**config.mk**
```make
export PLATFORM = sky130hd
export DESIGN_NAME = pid_with_integral_leak_flat
export DESIGN_NICKNAME = d
export VERILOG_FILES = /design/src/rtl/pidl_pkg.sv /design/src/rtl/pidl_if.sv /design/src/rtl/pid_with_integral_leak.sv /design/src/rtl/pidl_seq.sv /design/src/flat_wrapper.sv
export VERILOG_INCLUDE_DIRS = /design/src /design/src/rtl
export SDC_FILE = /design/constraint.sdc
export NUM_CORES = 2
export LEC_CHECK = 0
export ABC_AREA = 1
export BUFFER_PORTS_ARGS = -buffer_cell sky130_fd_sc_hd__clkbuf_2
export CORE_MARGIN = 2
export CORE_UTILIZATION = 41
export DETAILED_ROUTE_END_ITERATION = 6
export HOLD_SLACK_MARGIN = 0.15
export PLACE_DENSITY = 0.67
export SYNTH_ARGS = -nofsm -noshare
export SYNTH_HDL_FRONTEND = slang
export SYNTH_SLANG_ARGS = --single-unit
```
**constraint.sdc**
```tcl
create_clock -name clk -period 10.9 [get_ports clk]
set_clock_uncertainty 0.2 [all_clocks]
set_input_delay 1.635 -clock clk [delete_from_list [all_inputs] [get_ports clk]]
set_output_delay 1.635 -clock clk [all_outputs]
set_load 0.05 [all_outputs]
```
**src/rtl/pid_with_integral_leak_assert.svh**
```systemverilog
// Assertion macros shared by the PID controller RTL.
`ifndef PID_WITH_INTEGRAL_LEAK_ASSERT_SVH
`define PID_WITH_INTEGRAL_LEAK_ASSERT_SVH

// Same-cycle implication, sampled on clk, off while rst is high.
`define PIDL_ASSERT_NOW(label, ante, cons, msg) \
  label: assert property (@(posedge clk) disable iff (rst) (ante) |-> (cons)) \
    else $error(msg);

// Next-cycle implication, sampled on clk, off while rst is high.
`define PIDL_ASSERT_NEXT(label, ante, cons, msg) \
  label: assert property (@(posedge clk) disable iff (rst) (ante) |=> (cons)) \
    else $error(msg);

`endif

```
**src/rtl/pidl_pkg.sv**
```systemverilog
// Types, constants and microprogram of the leaky-integrator PID controller.
package pidl_pkg;

  localparam int CFG_IDX_W  = 3;
  localparam int CFG_DATA_W = 18;
  localparam int GAIN_W     = 16;
  localparam int LIMIT_W    = 18;
  localparam int INTEG_W    = 20;
  localparam int DRIVE_W    = 16;
  localparam int LEAK_SHIFT = 16;
  localparam int OUT_SHIFT  = 8;

  typedef enum logic [CFG_IDX_W-1:0] {
    REG_KP             = 3'd0,
    REG_KI             = 3'd1,
    REG_KD             = 3'd2,
    REG_OUT_MAX        = 3'd3,
    REG_OUT_MIN        = 3'd4,
    REG_INTEGRAL_LIMIT = 3'd5,
    REG_ERROR_WINDOW   = 3'd6,
    REG_LEAK_FACTOR    = 3'd7
  } reg_idx_t;

  // Reset values: 1000.0 in Q.8, 15.0 in Q8.8, 0.98 in Q0.16
  localparam logic signed [GAIN_W-1:0] OUT_MAX_RST        = 16'sh7fff;
  localparam logic signed [GAIN_W-1:0] OUT_MIN_RST        = 16'sh8000;
  localparam logic [LIMIT_W-1:0]       INTEGRAL_LIMIT_RST = 18'd256000;
  localparam logic [15:0]              ERROR_WINDOW_RST   = 16'd3840;
  localparam logic [15:0]              LEAK_FACTOR_RST    = 16'd64225;

  typedef logic [3:0] step_t;

  typedef enum logic [2:0] {
    INT_HOLD,
    INT_WINDOW,
    INT_CLAMP,
    INT_LEAK,
    INT_ZERO
  } integ_op_t;

  typedef enum logic [1:0] {
    MA_KP,
    MA_KI,
    MA_KD,
    MA_INT
  } mul_a_t;

  typedef enum logic [1:0] {
    MB_ERR,
    MB_DIFF,
    MB_INT,
    MB_LEAK
  } mul_b_t;

  typedef enum logic [1:0] {
    ACC_HOLD,
    ACC_CLEAR,
    ACC_ADD
  } acc_op_t;

  typedef enum logic [1:0] {
    JMP_NONE,
    JMP_ALWAYS,
    JMP_KI_ZERO
  } jump_t;

  typedef struct packed {
    logic      ld_err;
    logic      ld_diff;
    integ_op_t integ_op;
    logic      mul_en;
    mul_a_t    mul_a;
    mul_b_t    mul_b;
    acc_op_t   acc_op;
    jump_t     jmp;
    step_t     target;
    logic      fin;
  } ctl_word_t;

  localparam step_t ST_ERR     = 4'd0;
  localparam step_t ST_DIFF    = 4'd1;
  localparam step_t ST_WINDOW  = 4'd2;
  localparam step_t ST_CLAMP   = 4'd3;
  localparam step_t ST_LEAKMUL = 4'd4;
  localparam step_t ST_LEAK    = 4'd5;
  localparam step_t ST_ZERO    = 4'd6;
  localparam step_t ST_PMUL    = 4'd7;
  localparam step_t ST_IMUL    = 4'd8;
  localparam step_t ST_DMUL    = 4'd9;
  localparam step_t ST_LASTADD = 4'd10;
  localparam step_t ST_FIN     = 4'd11;

  localparam ctl_word_t CTL_NOP = '{
    ld_err: 1'b0, ld_diff: 1'b0, integ_op: INT_HOLD, mul_en: 1'b0,
    mul_a: MA_KP, mul_b: MB_ERR, acc_op: ACC_HOLD, jmp: JMP_NONE,
    target: ST_ERR, fin: 1'b0
  };

  // Microprogram ROM
  function automatic ctl_word_t ucode(step_t s);
    ctl_word_t w;
    w = CTL_NOP;
    unique case (s)
      ST_ERR:     w.ld_err = 1'b1;
      ST_DIFF: begin
        w.ld_diff = 1'b1;
        w.jmp     = JMP_KI_ZERO;
        w.target  = ST_ZERO;
      end
      ST_WINDOW:  w.integ_op = INT_WINDOW;
      ST_CLAMP:   w.integ_op = INT_CLAMP;
      ST_LEAKMUL: begin
        w.mul_en = 1'b1;
        w.mul_a  = MA_INT;
        w.mul_b  = MB_LEAK;
      end
      ST_LEAK: begin
        w.integ_op = INT_LEAK;
        w.jmp      = JMP_ALWAYS;
        w.target   = ST_PMUL;
      end
      ST_ZERO:    w.integ_op = INT_ZERO;
      ST_PMUL: begin
        w.mul_en = 1'b1;
        w.mul_a  = MA_KP;
        w.mul_b  = MB_ERR;
        w.acc_op = ACC_CLEAR;
      end
      ST_IMUL: begin
        w.mul_en = 1'b1;
        w.mul_a  = MA_KI;
        w.mul_b  = MB_INT;
        w.acc_op = ACC_ADD;
      end
      ST_DMUL: begin
        w.mul_en = 1'b1;
        w.mul_a  = MA_KD;
        w.mul_b  = MB_DIFF;
        w.acc_op = ACC_ADD;
      end
      ST_LASTADD: w.acc_op = ACC_ADD;
      ST_FIN:     w.fin = 1'b1;
      default:    w = CTL_NOP;
    endcase
    return w;
  endfunction

endpackage

```
**src/rtl/pidl_if.sv**
```systemverilog
// Valid/ready channel interfaces: samples in, drive out, register writes.
interface pidl_sample_if #(parameter int SAMPLE_WIDTH = 16);
  logic                           valid;
  logic                           ready;
  logic signed [SAMPLE_WIDTH-1:0] target;
  logic signed [SAMPLE_WIDTH-1:0] measured;

  modport source (output valid, target, measured, input ready);
  modport sink   (input valid, target, measured, output ready);
endinterface

interface pidl_drive_if;
  logic                                 valid;
  logic                                 ready;
  logic signed [pidl_pkg::DRIVE_W-1:0]  drive;

  modport source (output valid, drive, input ready);
  modport sink   (input valid, drive, output ready);
endinterface

interface pidl_cfg_if;
  logic                             valid;
  logic                             ready;
  logic [pidl_pkg::CFG_IDX_W-1:0]   index;
  logic [pidl_pkg::CFG_DATA_W-1:0]  data;

  modport source (output valid, index, data, input ready);
  modport sink   (input valid, index, data, output ready);
endinterface

```
**src/rtl/pid_with_integral_leak.sv**
```systemverilog
// PID controller with windowed, clamped and leaky integral; top level.
//
// One sample transaction yields one drive transaction. After a sample is taken the
// block runs a short microprogram on one shared multiplier and accumulator, which
// ends in a registered drive; when ki is zero the window, clamp and leak steps give
// way to one clearing step. A new sample is taken in the cycle after the program
// ends, even while the previous drive still waits; the last step holds only if the
// drive register is still full. No new sample is taken while the program runs, so
// the sustained rate is set by the length of the program, and is lower while the
// drive is held off. Registers are written through the cfg channel, which is ready
// whenever the block is out of reset, and must only be written while no sample is
// in flight.
`include "pid_with_integral_leak_assert.svh"

module pid_with_integral_leak #(
  parameter int SAMPLE_WIDTH = 16
) (
  input  logic            clk,
  input  logic            rst,
  pidl_sample_if.sink     sample,
  pidl_drive_if.source    result,
  pidl_cfg_if.sink        cfg
);

  localparam int ERR_W  = SAMPLE_WIDTH + 1;
  localparam int DIFF_W = ERR_W + 1;
  localparam int IW     = pidl_pkg::INTEG_W;
  localparam int BW     = (DIFF_W > IW) ? DIFF_W : IW;
  localparam int PW     = IW + BW;
  localparam int CW     = ((ERR_W > 17) ? ERR_W : 17) + 1;
  localparam int SUMW   = ((ERR_W > IW) ? ERR_W : IW) + 1;

  // configuration registers
  logic signed [pidl_pkg::GAIN_W-1:0]  kp, ki, kd, out_max, out_min;
  logic        [pidl_pkg::LIMIT_W-1:0] int_limit;
  logic        [15:0]                  err_window;
  logic        [15:0]                  leak_factor;

  // datapath
  logic signed [SAMPLE_WIDTH-1:0] tgt_q, meas_q;
  logic signed [ERR_W-1:0]        err_q, prev_err;
  logic signed [DIFF_W-1:0]       diff_q;
  logic signed [IW-1:0]           integ;
  logic signed [PW-1:0]           prod_q, acc;
  logic signed [IW-1:0]           a_op;
  logic signed [BW-1:0]           b_op;
  logic signed [PW-1:0]           mul_out;
  logic signed [CW-1:0]           err_c, win_c;
  logic                           in_window;
  logic signed [SUMW-1:0]         win_sum;
  logic signed [IW-1:0]           lim_s, lim_neg;
  logic signed [PW-1:0]           y_full, y_hi, y_lo;
  logic                           drive_valid;
  logic signed [pidl_pkg::DRIVE_W-1:0] drive_q;

  logic                           in_accept;
  logic                           busy, exec, write_out;
  pidl_pkg::ctl_word_t            ctl;

  assign in_accept    = sample.valid && sample.ready;
  assign sample.ready = !busy && !rst;
  assign cfg.ready    = !rst;
  assign result.valid = drive_valid;
  assign result.drive = drive_q;
  assign write_out    = exec && ctl.fin;

  pidl_seq u_seq (
    .clk      (clk),
    .rst      (rst),
    .start    (in_accept),
    .ki_zero  (ki == '0),
    .out_busy (drive_valid && !result.ready),
    .busy     (busy),
    .exec     (exec),
    .ctl      (ctl)
  );

  always_ff @(posedge clk) begin
    if (rst) begin
      kp          <= '0;
      ki          <= '0;
      kd          <= '0;
      out_max     <= pidl_pkg::OUT_MAX_RST;
      out_min     <= pidl_pkg::OUT_MIN_RST;
      int_limit   <= pidl_pkg::INTEGRAL_LIMIT_RST;
      err_window  <= pidl_pkg::ERROR_WINDOW_RST;
      leak_factor <= pidl_pkg::LEAK_FACTOR_RST;
    end else if (cfg.valid && cfg.ready) begin
      unique case (pidl_pkg::reg_idx_t'(cfg.index))
        pidl_pkg::REG_KP:             kp          <= cfg.data[15:0];
        pidl_pkg::REG_KI:             ki          <= cfg.data[15:0];
        pidl_pkg::REG_KD:             kd          <= cfg.data[15:0];
        pidl_pkg::REG_OUT_MAX:        out_max     <= cfg.data[15:0];
        pidl_pkg::REG_OUT_MIN:        out_min     <= cfg.data[15:0];
        pidl_pkg::REG_INTEGRAL_LIMIT: int_limit   <= cfg.data;
        pidl_pkg::REG_ERROR_WINDOW:   err_window  <= cfg.data[15:0];
        pidl_pkg::REG_LEAK_FACTOR:    leak_factor <= cfg.data[15:0];
        default: ;
      endcase
    end
  end

  // operand selection for the shared multiplier
  always_comb begin
    unique case (ctl.mul_a)
      pidl_pkg::MA_KP:  a_op = IW'(kp);
      pidl_pkg::MA_KI:  a_op = IW'(ki);
      pidl_pkg::MA_KD:  a_op = IW'(kd);
      default:          a_op = integ;
    endcase
    unique case (ctl.mul_b)
      pidl_pkg::MB_ERR:  b_op = BW'(err_q);
      pidl_pkg::MB_DIFF: b_op = BW'(diff_q);
      pidl_pkg::MB_INT:  b_op = BW'(integ);
      default:           b_op = BW'($signed({1'b0, leak_factor}));
    endcase
  end

  assign mul_out = PW'(a_op) * PW'(b_op);

  // |err| < window, tested as -window < err < window
  assign err_c     = CW'(err_q);
  assign win_c     = CW'($signed({1'b0, err_window}));
  assign in_window = (err_c < win_c) && (err_c > -win_c);
  // only taken inside the window, so the sum fits the integral register width
  assign win_sum   = SUMW'(integ) + SUMW'(err_q);
  assign lim_s     = IW'($signed({1'b0, int_limit}));
  assign lim_neg   = -lim_s;

  // floor shift of the sum, then upper and lower limits (lower wins)
  assign y_full = acc >>> pidl_pkg::OUT_SHIFT;
  assign y_hi   = (y_full > PW'(out_max)) ? PW'(out_max) : y_full;
  assign y_lo   = (y_hi < PW'(out_min)) ? PW'(out_min) : y_hi;

  always_ff @(posedge clk) begin
    if (in_accept) begin
      tgt_q  <= sample.target;
      meas_q <= sample.measured;
    end
    if (exec) begin
      if (ctl.ld_err) begin
        err_q <= ERR_W'(tgt_q) - ERR_W'(meas_q);
      end
      if (ctl.ld_diff) begin
        diff_q <= DIFF_W'(err_q) - DIFF_W'(prev_err);
      end
      if (ctl.mul_en) begin
        prod_q <= mul_out;
      end
      unique case (ctl.acc_op)
        pidl_pkg::ACC_CLEAR: acc <= '0;
        pidl_pkg::ACC_ADD:   acc <= acc + prod_q;
        default: ;
      endcase
    end
  end

  always_ff @(posedge clk) begin
    if (rst) begin
      integ    <= '0;
      prev_err <= '0;
    end else if (exec) begin
      if (ctl.ld_diff) begin
        prev_err <= err_q;
      end
      unique case (ctl.integ_op)
        pidl_pkg::INT_WINDOW: begin
          if (in_window) begin
            integ <= win_sum[IW-1:0];
          end
        end
        pidl_pkg::INT_CLAMP: begin
          if (integ > lim_s) begin
            integ <= lim_s;
          end else if (integ < lim_neg) begin
            integ <= lim_neg;
          end
        end
        pidl_pkg::INT_LEAK: integ <= prod_q[pidl_pkg::LEAK_SHIFT +: IW];
        pidl_pkg::INT_ZERO: integ <= '0;
        default: ;
      endcase
    end
  end

  always_ff @(posedge clk) begin
    if (rst) begin
      drive_valid <= 1'b0;
    end else if (write_out) begin
      drive_valid <= 1'b1;
    end else if (result.ready) begin
      drive_valid <= 1'b0;
    end
  end

  always_ff @(posedge clk) begin
    if (write_out) begin
      drive_q <= y_lo[pidl_pkg::DRIVE_W-1:0];
    end
  end

  `PIDL_ASSERT_NEXT(a_drive_loaded, write_out, result.valid, "drive not presented after final step")
  `PIDL_ASSERT_NOW(a_ki_zero_clears, write_out && (ki == '0), integ == '0, "integral not cleared with zero ki")
  `PIDL_ASSERT_NOW(a_integ_bounded, write_out, (integ <= lim_s) && (integ >= lim_neg), "integral beyond its limit")
  `PIDL_ASSERT_NOW(a_prev_err_kept, write_out, prev_err == err_q, "previous error not updated")

endmodule

```
**src/rtl/pidl_seq.sv**
```systemverilog
// Microcode sequencer: step counter, control ROM and jump logic.
module pidl_seq (
  input  logic                  clk,
  input  logic                  rst,
  input  logic                  start,
  input  logic                  ki_zero,
  input  logic                  out_busy,
  output logic                  busy,
  output logic                  exec,
  output pidl_pkg::ctl_word_t   ctl
);

  pidl_pkg::step_t step;
  pidl_pkg::step_t step_next;
  logic            busy_next;
  logic            stall;
  logic            take_jump;

  always_comb begin
    ctl   = pidl_pkg::ucode(step);
    stall = ctl.fin && out_busy;
    exec  = busy && !stall;
  end

  always_comb begin
    unique case (ctl.jmp)
      pidl_pkg::JMP_ALWAYS:  take_jump = 1'b1;
      pidl_pkg::JMP_KI_ZERO: take_jump = ki_zero;
      default:               take_jump = 1'b0;
    endcase
  end

  always_comb begin
    step_next = step;
    busy_next = busy;
    if (!busy) begin
      if (start) begin
        step_next = pidl_pkg::ST_ERR;
        busy_next = 1'b1;
      end
    end else if (!stall) begin
      if (ctl.fin) begin
        step_next = pidl_pkg::ST_ERR;
        busy_next = 1'b0;
      end else if (take_jump) begin
        step_next = ctl.target;
      end else begin
        step_next = step + pidl_pkg::step_t'(1);
      end
    end
  end

  always_ff @(posedge clk) begin
    if (rst) begin
      busy <= 1'b0;
      step <= pidl_pkg::ST_ERR;
    end else begin
      busy <= busy_next;
      step <= step_next;
    end
  end

endmodule
```
**src/flat_wrapper.sv**
```systemverilog
// flat-port wrapper written by rule: the top's interface ports become plain ports
module pid_with_integral_leak_flat 
#(
  parameter int SAMPLE_WIDTH = 16
)
  (clk, rst, sample_valid, sample_target, sample_measured, sample_ready, result_valid, result_drive, result_ready, cfg_valid, cfg_index, cfg_data, cfg_ready);
  pidl_sample_if #(.SAMPLE_WIDTH(SAMPLE_WIDTH)) sample_i ();
  pidl_drive_if result_i ();
  pidl_cfg_if cfg_i ();
  input  logic clk;
  input  logic rst;
  input wire logic [$bits(sample_i.valid)-1:0] sample_valid;
  input wire logic [$bits(sample_i.target)-1:0] sample_target;
  input wire logic [$bits(sample_i.measured)-1:0] sample_measured;
  output wire logic [$bits(sample_i.ready)-1:0] sample_ready;
  output wire logic [$bits(result_i.valid)-1:0] result_valid;
  output wire logic [$bits(result_i.drive)-1:0] result_drive;
  input wire logic [$bits(result_i.ready)-1:0] result_ready;
  input wire logic [$bits(cfg_i.valid)-1:0] cfg_valid;
  input wire logic [$bits(cfg_i.index)-1:0] cfg_index;
  input wire logic [$bits(cfg_i.data)-1:0] cfg_data;
  output wire logic [$bits(cfg_i.ready)-1:0] cfg_ready;
  assign sample_i.valid = sample_valid;
  assign sample_i.target = sample_target;
  assign sample_i.measured = sample_measured;
  assign sample_ready = sample_i.ready;
  assign result_valid = result_i.valid;
  assign result_drive = result_i.drive;
  assign result_i.ready = result_ready;
  assign cfg_i.valid = cfg_valid;
  assign cfg_i.index = cfg_index;
  assign cfg_i.data = cfg_data;
  assign cfg_ready = cfg_i.ready;
  pid_with_integral_leak #(.SAMPLE_WIDTH(SAMPLE_WIDTH)) u_core (.clk(clk), .rst(rst), .sample(sample_i), .result(result_i), .cfg(cfg_i));
endmodule
```
# Word level (Yosys, flattened, before mapping)
# Cells that the tools add are included.
# word_totals
output_inout_bits	19
reg_bits	336
inputBits	58
word_cells	131
# op_classes
muxes	28
n_lt_le_gt_ge	6
add_sub_neg	7
n_eq_ne	33
mul	1
reduce_logical	36
# op_table
operator	count
one-hot mux 20 bit (3 select lines)	2
one-hot mux 20 bit (4 select lines)	1
one-hot mux 40 bit (2 select lines)	1
two-way mux 20 bit	3
adder 40 bit	1
< comparator 40 x 16 -> 1 bit	1
multiplier 20 x 20 -> 40 bit	1
two-way mux 40 bit	1
> comparator 32 x 16 -> 1 bit	1
AND reduction 2 bit	13
adder 20 x 17 -> 20 bit	1
> comparator 20 x 19 -> 1 bit	1
< comparator 20 bit	1
two-way mux 4 bit	5
negator 18 -> 20 bit	1
one-hot mux 5 bit (4 select lines)	1
> comparator 17 x 18 -> 1 bit	1
negator 16 -> 18 bit	1
subtractor 17 x 17 -> 18 bit	1
< comparator 17 bit	1
subtractor 16 x 16 -> 17 bit	1
== test 4 x 3 -> 1 bit (second input constant)	4
== test 4 bit (second input constant)	4
zero test 16 bit	1
26 further kinds	62

# Longest topological paths before layout
# logic_depth
word_depth	8
mapped_depth	41
ltp_nobuf	40

# By module
# A second synthesis with hierarchy kept.
# hier_totals
hier_cells	4453
area_unflattened_um2	36301.1
# modules_own_cells
mod	area_each_um2	cells_each	instances	seq_area_each_um2
pid_with_integral_leak	35721.8	4365	1	8257.9
pidl_seq	579.3	88	1	100.1

# Worst setup path before layout
# No wires, ideal clock.
# synth_path
path_type	flip-flop to flip-flop
start	reg u_core.u_seq.step[0]
end	reg u_core.prod_q[33], data pin
arrival_ps	7708
t_required_ps	10438
synth_period_minus_slack_ps	8170
setup_ps	262
path_buffers	2
path_stages_with_launch	39
slack_ps	2730
cell_sequence	dfxtp_1 > inv_1 > ha_1 > nand3_1 > nand2_1 > nand2_2 > clkbuf_1 > nand2_1 > o22ai_1 > clkbuf_1 > nor2_1 > fa_1 > fa_1 > inv_1 > fa_1 > inv_1 > fa_1 > inv_1 > [3 not listed] > inv_1 > fa_1 > inv_1 > ha_1 > a21oi_1 > inv_1 > a21oi_1 > o21ai_1 > a21oi_2 > inv_1 > a21oi_2 > inv_1 > a21oi_1 > or2_1 > nor2_1 > nor2_1 > o21ai_1 > xor2_1
# synth_via
elab_chain_cells	5
word_cells_on_any_way	14
cone_classes	mul (1); eq/ne (8); mux (3); reduce/logical (2)
# synth_lines
item	line	rtl
start, declared	pidl_seq.sv:13	pidl_pkg::step_t step;
start signal, assigned	pidl_seq.sv:56	step <= pidl_pkg::ST_ERR;
start signal, assigned	pidl_seq.sv:59	step <= step_next;
== test 4 bit / == test 4 x 3 -> 1 bit (equally long branches)	pidl_pkg.sv:103	unique case (s)
one-hot mux 5 bit (4 select lines) (*)	pidl_pkg.sv:103	
== test 2 bit, or another cell as far along	pid_with_integral_leak.sv:105	unique case (ctl.mul_a)
one-hot mux 20 bit (3 select lines), on equally long branches	pid_with_integral_leak.sv:105, pid_with_integral_leak.sv:111	
multiplier 20 x 20 -> 40 bit (*)	pid_with_integral_leak.sv:119	assign mul_out = PW'(a_op) * PW'(b_op);
via u_core.mul_out[33]	pid_with_integral_leak.sv:47	logic signed [PW-1:0] mul_out;
end signal, assigned	pid_with_integral_leak.sv:148	prod_q <= mul_out;
end, declared	pid_with_integral_leak.sv:44	logic signed [PW-1:0] prod_q, acc;
# The timed path passes the listed nets; every way through them passes the cells marked *.
# A chain may end at the register's enable or synchronous reset.

# Worst setup path in the final report
# layout_path
start	reg u_core.u_seq.step[0]
end	reg u_core.prod_q[39], data pin
# The elaborated chain is that of the path after synthesis.

==> flow_summary.toml <==
[global_route]
grt_max_degree = 108
global_route.overflow_total = 0
via_count_of_the_first_global_routing_pass = 29450
grt_antenna_before_repair = 0
track_usage = 0.2408
grt_pass1_wl_um = 168000

[setup_path]
critical_path.max_stage_delay_ns = 1.10
timing.rr.start = "u_core.u_seq.step[0]$_SDFFE_PP0P_"
critPathBufInv = 8
worst_path_dominant_cell_family = "adder cells"
critPathRequiredTime_ns = 10.98
startpoint_type_of_the_worst_setup_path = "flop"
slowest_stage = "o21ai_0"
worst_path_most_repeated_cell = "fa_1"
cp-end-kind = "flop"
timing.reg2reg.worst_path_depth = 32
timing.critical_path.arrival_ns = 9.75
ff2ff_setup_slack_ns = 1.23
criticalPathCategory = "flop to flop"
crit_path_max_fanout = 24
r2r_end = "u_core.prod_q[39]$_DFFE_PP_"

[routing]
postRouteAntennaNets = 0
detail_route.iter0.violations = 2687
num_vias = 29790
firstDrtPassIters = 5
drc = 0
totalWireLength_um = 107600
drt-vias-per-instance = 5.311
routedWlPerCell_um = 19.18

[floorplan]
ios = 77
core.rowCount = 108
die_h_um = 300.1
fp.dieW_um = 300.1
core_um2 = 86890
initial_core_util = 0.4137
dieArea_um2 = 90050

[worst_hold_path]
hold_path_class = "flop to flop"
holdCritStartpoint = "u_core.kp[14]$_SDFFE_PP0P_"
whs_path_depth = 2
whs_endpoint = "u_core.kp[14]$_SDFFE_PP0P_"

[finish]
layout-area-overhead-vs-synth_pct = 8.163
nets = 5247
antenna_cells = 0
finish.utilization = 0.4475
layout_common_cells = "inv_1, nand2_1, nor2_1"
fraction_of_final_layout_cells_sized_beyond_drive_strength_1 = 0.05300
layout.cells.most_common = "inv_1"

[timing]
hold_violations = 0
setup_repair_after_global_routing_missed_its_margin = "no"
drv_slew = 0
fin_crit_ns = 9.666
fmax_ghz = 0.1035
max-slew-margin-rel = 0.06240
tightest_slew_ns = 1.392
timing.final.crit_share = 0.8868
setup_violations = 0
finalWorstSetupSlack_ns = 1.234
setup_total_negative_slack_ns = 0

[clock_tree]
post_cts_resized = 0
cts.hold.buffers_added = 0
clock-sinks = 336
clock-root-buffer = "clkbuf_16"
clock_path_buffers = 3
clkLatencyLatePin_ns = 0.59
clkTransAtPathRegs_ns = 0.06
postCtsSetupBuffers = 0
cts_buffers = 37
cts_tree = "yes"
h-tree-depth = 2

[logic_synthesis]
synth_fp_nets = 5199
synth_top_area_share = 0.2361
yosysTopAreaCell = "fa_1"
syn-instance-count = 4376
yosys_warnings = 0
postSynthAreaPerCell_um2 = 8.214
netlist-cell-type-count = 58
synth_area_leaders = "fa_1, edfxtp_1, ha_1"
ys_ff_latch = 336
synth_top_flop_cell = "dfxtp_1"
share_of_flip_flops_with_an_asynchronous_set_or_reset = 0
synth_area_um2 = 35940
synth_edf_count = 163
yosysSeqAreaShare = 0.2325

[power_and_ir_drop]
p_per_area_nw_per_um2 = 96.16
power_uw = 3738
p_leak_uw = 0.01915
max-vdd-ir-drop_v = 0.0001008

[place]
numPortBuffers = 76
dp_slack_ns = 1.478
gp_congestion = 0.9621
post-dp-hpwl_um = 85330

[status]
outcome = "finished clean"

[flow_run]
cap_violations = 0
==> final cells by class <==
class | count | area, um2
Clock buffer | 47 | 1035
Clock inverter | 21 | 157.7
Fill cell | 8479 | 48010
Inverter | 891 | 3346
Multi-Input combinational cell | 3030 | 23770
Sequential cell | 336 | 8358
Tap cell | 1155 | 1445
Timing Repair Buffer | 128 | 770.7
==> state kept, by name, indices dropped and copies added, names as in the netlist, 16 cells and up <==
register,count
u_core.acc,40
u_core.prod_q,40
u_core.integ,20
u_core.diff_q,18
u_core.int_limit,18
u_core.err_q,17
u_core.prev_err,17
u_core.err_window,16
u_core.kd,16
u_core.ki,16
u_core.kp,16
u_core.leak_factor,16
u_core.meas_q,16
u_core.out_max,16
u_core.out_min,16
u_core.result.drive,16
u_core.tgt_q,16
==> worst max-delay path by stage <==
stage / startpoint / to / slack (ns) / cells past startpoint
final: u_core.u_seq.step[0]$_SDFFE_PP0P_ / u_core.prod_q[39]$_DFFE_PP_ / 1.23 / 32
after global routing: u_core.u_seq.step[0]$_SDFFE_PP0P_ / u_core.prod_q[39]$_DFFE_PP_ / 0.65 / 36
after CTS: u_core.u_seq.step[0]$_SDFFE_PP0P_ / u_core.prod_q[39]$_DFFE_PP_ / 1.40 / 36
after detailed placement: u_core.u_seq.step[0]$_SDFFE_PP0P_ / u_core.prod_q[39]$_DFFE_PP_ / 1.48 / 36
after global placement: u_core.u_seq.step[0]$_SDFFE_PP0P_ / u_core.prod_q[32]$_DFFE_PP_ / 1.63 / 32
after floorplan: u_core.u_seq.step[0]$_SDFFE_PP0P_ / u_core.prod_q[33]$_DFFE_PP_ / 2.73 / 38
==> layer usage <==
| metal | GRT usage | share of wire | wire length, um | up-vias |
|---|---|---|---|---|
| li1 | - | - | - | 14060 |
| met1 | 0.3227 | 0.42 | 45660 | 14370 |
| met2 | 0.3877 | 0.45 | 48290 | 1139 |
| met3 | 0.04430 | 0.082 | 8816 | 215 |
| met4 | 0.09167 | 0.045 | 4790 | 0 |
| met5 | 0 | 0 | 0 | - |
==> worst register-to-register path: cells and delay by family, from the launching register on <==
| family | cells | cell delay [ns] |
|---|---|---|
| AOI/OAI and AO/OA | 8 | 2.40 |
| xor gates and xnor gates | 1 | 0.09 |
| adders and majority gates | 9 | 4.12 |
| buffers and inverters | 8 | 1.20 |
| DFF | 1 | 0.35 |
| and+or+nand+nor | 6 | 1.03 |
==> through the flow <==
step / instances / hold slack, ns / cell area [um2]
finish: 5608 / 0.2571 / 38880
CTS: 5608 / 0.2566 / 38880
floorplan: 4376 / 0.2236 / 35940
detailed placement: 5540 / 0.2446 / 37690
global placement: 5540 / 0.2377 / 37690
global route: 5608 / 0.2802 / 38880
==> cell usage after synthesis, types with 76 or more instances <==
cell type	count
nand3_1	113
edfxtp_1	163
clkbuf_1	81
xor2_1	76
ha_1	341
a21oi_1	371
fa_1	424
nor2_1	459
inv_1	879
o21ai_0	292
dfxtp_1	173
nand2_1	645
==> cell families after synthesis <==
family | count (synthesis) | synth area share
simple gates | 1304 | 0.1466
buf+inv | 1010 | 0.1074
compound gates | 850 | 0.1316
fa+ha+maj | 765 | 0.3548
flops | 336 | 0.2325
xor+xnor | 111 | 0.02705
==> where the power goes <==
part	internal [uW]	switching [uW]	leakage [uW]	total, uW
clock	701	557	0.000592	1260
combinational	381	699	0.0156	1080
sequential	1370	26.4	0.00299	1400
total	2460	1280	0.0192	3740
(Power assumes the default switching activity.)
